==> src/hdl/fircv_pkg.sv <==
// ----------------------------------------------------------------------------
// fircv_pkg
// Shared sizes and the wave type that runs down the tap chain of the
// FIR convolver.
// ----------------------------------------------------------------------------
`default_nettype none

package fircv_pkg;

    // number of taps, one cell each
    localparam int TAPS    = 64;
    localparam int IDX_W   = (TAPS > 1) ? $clog2(TAPS) : 1;
    // sample and coefficient width, Q1.15
    localparam int DATA_W  = 16;
    localparam int PROD_W  = 2 * DATA_W;
    // Q2.30 products summed over all taps
    localparam int ACC_W   = PROD_W + IDX_W;
    // width that holds a tap position, the tap count and the load index
    localparam int SEL_W   = (IDX_W + 1 > 7) ? IDX_W + 1 : 7;
    localparam int CNT_W   = 7;
    localparam int INDEX_W = 6;

    // input kinds carried in tuser
    localparam logic FUNC_LOAD = 1'b0;
    localparam logic FUNC_FEED = 1'b1;

    // partial sum travelling from cell to cell with its marker
    typedef struct packed {
        logic                    valid;
        logic signed [ACC_W-1:0] sum;
    } t_wave;

endpackage

`default_nettype wire

==> src/hdl/fircv_cell.sv <==
// ----------------------------------------------------------------------------
// fircv_cell
// One tap: holds a coefficient and a history sample, shifts the history to
// its neighbor and adds its product to the passing partial sum.
// ----------------------------------------------------------------------------
`default_nettype none

module fircv_cell (
    input  wire logic                                 i_clk,
    input  wire logic                                 i_rst_n,
    input  wire logic                                 i_shift,
    input  wire logic signed [fircv_pkg::DATA_W-1:0]  i_hist,
    output logic signed      [fircv_pkg::DATA_W-1:0]  o_hist,
    input  wire logic                                 i_coef_we,
    input  wire logic signed [fircv_pkg::DATA_W-1:0]  i_coef,
    input  wire logic                                 i_active,
    input  wire fircv_pkg::t_wave                     i_wave,
    output fircv_pkg::t_wave                          o_wave
);

    logic signed [fircv_pkg::DATA_W-1:0] r_hist;
    logic signed [fircv_pkg::DATA_W-1:0] r_coef;
    logic                                r_valid;
    logic signed [fircv_pkg::ACC_W-1:0]  r_sum;
    logic signed [fircv_pkg::PROD_W-1:0] w_prod;
    logic signed [fircv_pkg::ACC_W-1:0]  w_term;

    // tap product, dropped for taps beyond the count in use
    assign w_prod = r_coef * r_hist;
    assign w_term = i_active
        ? {{(fircv_pkg::ACC_W - fircv_pkg::PROD_W){w_prod[fircv_pkg::PROD_W-1]}}, w_prod}
        : '0;

    // history line and coefficient store
    always_ff @(posedge i_clk) begin
        if (!i_rst_n) begin
            r_hist <= '0;
            r_coef <= '0;
        end else begin
            if (i_shift) begin
                r_hist <= i_hist;
            end
            if (i_coef_we) begin
                r_coef <= i_coef;
            end
        end
    end

    // marker of the partial sum
    always_ff @(posedge i_clk) begin
        if (!i_rst_n) begin
            r_valid <= 1'b0;
        end else begin
            r_valid <= i_wave.valid;
        end
    end

    // partial sum
    always_ff @(posedge i_clk) begin
        r_sum <= i_wave.sum + w_term;
    end

    assign o_hist       = r_hist;
    assign o_wave.valid = r_valid;
    assign o_wave.sum   = r_sum;

endmodule

`default_nettype wire

==> config.mk <==
export PLATFORM = sky130hd
export DESIGN_NAME = fircv_cell
export DESIGN_NICKNAME = d
export VERILOG_FILES = /design/src/hdl/fircv_pkg.sv /design/src/hdl/fircv_cell.sv
export SDC_FILE = /design/constraint.sdc
export NUM_CORES = 1
export LEC_CHECK = 0
export BUFFER_PORTS_ARGS = -buffer_cell sky130_fd_sc_hd__buf_4
export CORE_MARGIN = 4
export CORE_UTILIZATION = 45
export DETAILED_ROUTE_END_ITERATION = 7
export GPL_TIMING_DRIVEN = 0
export PLACE_DENSITY_LB_ADDON = 0.1
export SLEW_MARGIN = 20
export SYNTH_ARGS = -nofsm -noshare
export SYNTH_HDL_FRONTEND = slang
export SYNTH_SLANG_ARGS = --single-unit
==> constraint.sdc <==
create_clock -name i_clk -period 8.8 [get_ports i_clk]
set_input_delay 0.88 -clock i_clk [delete_from_list [all_inputs] [get_ports i_clk]]
set_output_delay 0.88 -clock i_clk [all_outputs]
set_load 0.01 [all_outputs]
Word-level counts from Yosys, hierarchy flattened:

Index checks and enable logic that the tools add are counted.

* register bits after elaboration: 71
* output and inout bits: 55
* logic and storage cells: 7

* $add $sub $neg: 1
* multipliers: 1
* mux-type cells: 1

Operator list (number)
* adder 38 bit: 1
* two-way mux 38 bit: 1
* multiplier 16 x 16 -> 32 bit: 1

Depth between registers and ports, before layout:

* depth in word-level cells: 3
* depth in mapped cells: 33
* gate-level depth less buffers: 30

Least setup slack after synthesis:

Ideal clock, no wire load.

* path kind: flip-flop to flip-flop
* start point: reg r_hist (netlist bit o_hist[1])
* end point: reg r_sum[35] in the netlist's numbering
* setup time: 0.093 ns
* data arrival time: 7.661 ns
* required time: 8.707 ns
* setup slack: 1.046 ns
* cell stages (with the launch flop): 32
* buffers on the path: 1
* clock period less this slack: 7.754 ns
* cell sequence: dfxtp_1 -> clkbuf_1 -> nand2_1 -> inv_1 -> fa_1 -> inv_1 -> fa_1 -> inv_1 -> fa_1 -> fa_1 -> fa_1 -> inv_1 -> fa_1 -> inv_1 -> ha_1 -> a211oi_2 -> o211ai_1 -> a221o_1 -> a31o_2 -> a31oi_1 -> o21bai_1 -> a211oi_1 -> nor2_1 -> ha_1 -> o21ai_0 -> a21boi_0 -> nor2_1 -> nor2_1 -> o211ai_1 -> or3_4 -> a21o_1 -> o311ai_2

* cells in the longest elaborated chain, start to end: 3

Ends and longest elaborated chain
* start, declared: line fircv_cell.sv:21 `logic signed [fircv_pkg::DATA_W-1:0] r_hist;`
* start signal, assigned: line fircv_cell.sv:41 `r_hist <= i_hist;`
* multiplier 16 x 16 -> 32 bit: line fircv_cell.sv:29 `assign w_prod = r_coef * r_hist;`
* two-way mux 38 bit: line fircv_cell.sv:31 `? {{(fircv_pkg::ACC_W - fircv_pkg::PROD_W){w_prod[fircv_pkg::PROD_W-1]}}, w_prod}`
* adder 38 bit: line fircv_cell.sv:60 `r_sum <= i_wave.sum + w_term;`
* end signal, assigned: line fircv_cell.sv:60
* end, declared: line fircv_cell.sv:24 `logic signed [fircv_pkg::ACC_W-1:0] r_sum;`

Every way passes these cells.
A chain may end at the register's enable or synchronous reset.

Final worst setup path:

* start point: reg r_coef[13] in the netlist's numbering
* end point: reg r_sum[35] in the netlist's numbering

* cells in the longest elaborated chain, start to end: 3

Ends and longest elaborated chain
* start, declared: line fircv_cell.sv:22 `logic signed [fircv_pkg::DATA_W-1:0] r_coef;`
* start signal, assigned: line fircv_cell.sv:44 `r_coef <= i_coef;`
* multiplier 16 x 16 -> 32 bit: line fircv_cell.sv:29
* two-way mux 38 bit: line fircv_cell.sv:31
* adder 38 bit: line fircv_cell.sv:60

Every way passes these cells.

==> flow_summary.json <==
{
  "outcome": "finished, final reports clean",
  "ys_async_sr_fraction": 0,
  "cts_sinks": 71,
  "dp_hpwl_um": 31150,
  "reg2reg_slack_ps": 430,
  "cp-end-kind": "register",
  "wire_per_inst_um": 17.95,
  "syn_nets": 2017,
  "synth_cells": 1559,
  "multi_input_area_sq_um": 11320,
  "die_h_um": 184.6,
  "r2r_start": "r_coef[13]",
  "postRouteAntennaNets": 0,
  "ys_types": 59,
  "timing.final.crit_share": 0.9510,
  "holdPathStages": 2,
  "relSlewSlack": 0.3130,
  "synth-seq-cells": 71,
  "tightest_slew_ps": 1031,
  "fin_area_sq_um": 16030,
  "required_ps": 9020,
  "avgSynthCellArea_sq_um": 9.006,
  "worstPathArrival_ps": 8590,
  "rsz0062_at_grt": "false",
  "critPathBufInv": 4,
  "insertion_delay_ps": 380,
  "preCtsSetupSlack_ps": -549.2,
  "pin_count": 131,
  "grt_overflow": 0,
  "cp-start-kind": "register",
  "finalHoldViolCount": 0,
  "dr.pass1.iters": 5,
  "gp_congestion": 0.8929,
  "maxCapViolations": 0,
  "synth_edf_count": 0,
  "start_util": 0.4578,
  "clock.fmax_mhz": 119.5,
  "numPortBuffers": 127,
  "clock-root-buffer": "clkbuf_16",
  "rows": 64,
  "drv_slew": 0,
  "cpMostUsedCell": "fa_1",
  "finalNetCount": 2163,
  "worstRegToRegCells": 29,
  "area_growth_pct": 14.20,
  "drive_gt1_frac": 0.1392,
  "vias": 10962,
  "track_usage": 0.2287,
  "ys_warn_count": 0,
  "drc": 0,
  "p_leak_nw": 8.162,
  "fp.dieArea_sq_um": 34090,
  "wirelength_um": 37810,
  "min_to": "o_hist[2]",
  "cts_max_level": 3,
  "fin_skew_ps": 16.65,
  "netlist_area_sq_um": 14040,
  "cts_tree": "yes",
  "area.sequential_sq_um": 1453,
  "critPathMaxFanout": 10,
  "hold_path_startpoint": "o_hist[2]",
  "synth_flop_cell": "dfxtp_1",
  "core_sq_um": 30670,
  "antenna_found_initial": 0,
  "antenna_cells": 0,
  "min_period_ps": 8369,
  "fin_total_pwr_mw": 2.239,
  "postCtsHoldBufs": 0,
  "setup_ws_ps": 430.8,
  "slowest_delay_ps": 550,
  "avgViaCountPerCell": 5.205,
  "clk_pin_slew_ps": 70,
  "cts_buffers": 9,
  "critPathKind": "register to register",
  "finalSetupViolCount": 0,
  "ir_worst_vdd_mv": 0.1712,
  "crit_family": "adder cells",
  "rr_endpoint": "r_sum[35]",
  "yosysTopAreaCell": "fa_1",
  "grt_max_degree": 14,
  "dpl_cell_area_sq_um": 15490,
  "fp.dieW_um": 184.6,
  "synth_top_area_frac": 0.3750,
  "grt_pass1_wl_um": 60120,
  "p_per_area_nw_per_um2": 139.6,
  "cpMaxStageDelayCell": "fa_1",
  "setup_tns_ps": 0,
  "grt_pass1_vias": 11371,
  "min_path_type": "register to register",
  "synth_area_leaders": "fa_1 37%, ha_1 11%, dfxtp_1 10%, inv_1 8.2%, and2_1 5.5%",
  "drt_iter0_drc": 539,
  "ys_seq_area_frac": 0.1012,
  "nFillCells": 2951,
  "clk_path_buf_depth": 2
}
-- registers in the layout (all words and copies together), names as in the netlist --
register	cells
o_hist	16
r_coef	16
r_valid	1
r_sum	38
-- cell families after synthesis --
kind of cell	after synthesis	synth area share
xor+xnor	50	0.03119
fa+ha+maj	382	0.4810
buf+inv	362	0.09704
flops	71	0.1012
mux	37	0.02647
compound gates	181	0.09303
simple gates	476	0.1700
-- per-stage QoR --
step           std cells  hold slack, ps    util
2_1_floorplan       1559           541.2       -
3_3_place_gp        2082           645.6  0.5051
3_5_place_dp        2082           663.3  0.5051
4_1_cts             2098           666.7  0.5169
5_1_grt             2106           634.0  0.5228
6_report            2106           606.3  0.5228
-- synthesized netlist by cell type (all sizes together) (3+ instances only) --
| master | number |
|---|---|
| o21ai | 30 |
| a211oi | 12 |
| inv | 308 |
| o21a | 16 |
| o31ai | 4 |
| ha | 119 |
| a21boi | 4 |
| a2111o | 3 |
| a311oi | 3 |
| o2111ai | 4 |
| a2111oi | 3 |
| nor3 | 23 |
| nor2b | 38 |
| xnor2 | 34 |
| o211ai | 7 |
| xor2 | 16 |
| nor2 | 69 |
| nand2b | 13 |
| and2 | 124 |
| nand3 | 14 |
| dfxtp | 71 |
| a31o | 3 |
| nand4 | 8 |
| o21bai | 6 |
| nor4 | 8 |
| o311ai | 3 |
| or3 | 5 |
| and3 | 7 |
| nand2 | 160 |
| a21o | 21 |
| a221oi | 3 |
| a21oi | 42 |
| a31oi | 7 |
| mux2i | 36 |
| clkbuf | 52 |
| fa | 263 |
-- worst register-to-register path: cells and delay by family, from the launching register on --
kind / cells / cell delay [ps]
AOI/OAI and AO/OA: 8 / 1760
adders and majority gates: 8 / 3680
buffers and inverters: 4 / 500
DFF: 1 / 480
and+or+nand+nor: 9 / 1770
-- power breakdown --
part           switching, mW  internal, mW  total, mW
clock                  0.171         0.228      0.400
sequential            0.0475         0.409      0.457
combinational          0.773         0.610       1.38
-- cell usage in the layout (no fill, tap or decap), types with 21 or more instances in the layout --
cell type,netlist,final
buf_4,1,140
xnor2_1,34,33
fa_1,263,262
a21oi_1,42,40
nor2b_1,38,38
inv_1,308,306
a21o_1,21,21
mux2i_1,36,36
ha_1,119,118
nor3_1,22,22
dfxtp_1,71,50
nor2_1,69,68
nand2_1,159,159
o21ai_0,29,28
and2_1,124,124
-- layout make-up --
class	instances	share of cell area
tap	396	0.03090
timing repair buffer	136	0.06368
clock buffer	10	0.01490
multi-input combinational	1126	0.7058
buffer	52	0.01693
sequential	71	0.09060
clock inverter	6	0.004370
inverter	309	0.07281
-- worst max path at each step --
stage	depth (start not counted)	from	endpoint
6_report	29	r_coef[13]	r_sum[35]
5_1_grt	32	o_hist[7]	r_sum[36]
4_1_cts	31	o_hist[1]	r_sum[35]
3_5_place_dp	31	r_coef[7]	r_sum[36]
3_3_place_gp	30	r_coef[7]	r_sum[36]
2_1_floorplan	31	o_hist[1]	r_sum[35]
-- per-layer routing --
metal | global-route usage | wire, um
met2 | 0.3965 | 18980
met5 | 0 | 0
met4 | 0.05843 | 888
met3 | 0.03848 | 2060
met1 | 0.2990 | 15880
-- what timing repair did --
action                     in CTS  in global routing
buffers inserted                0                  9
setup endpoints to repair       6                 12
pin swaps                       0                  3
resized for setup              28                 89
Note: power is estimated with default switching activity, not from simulation.
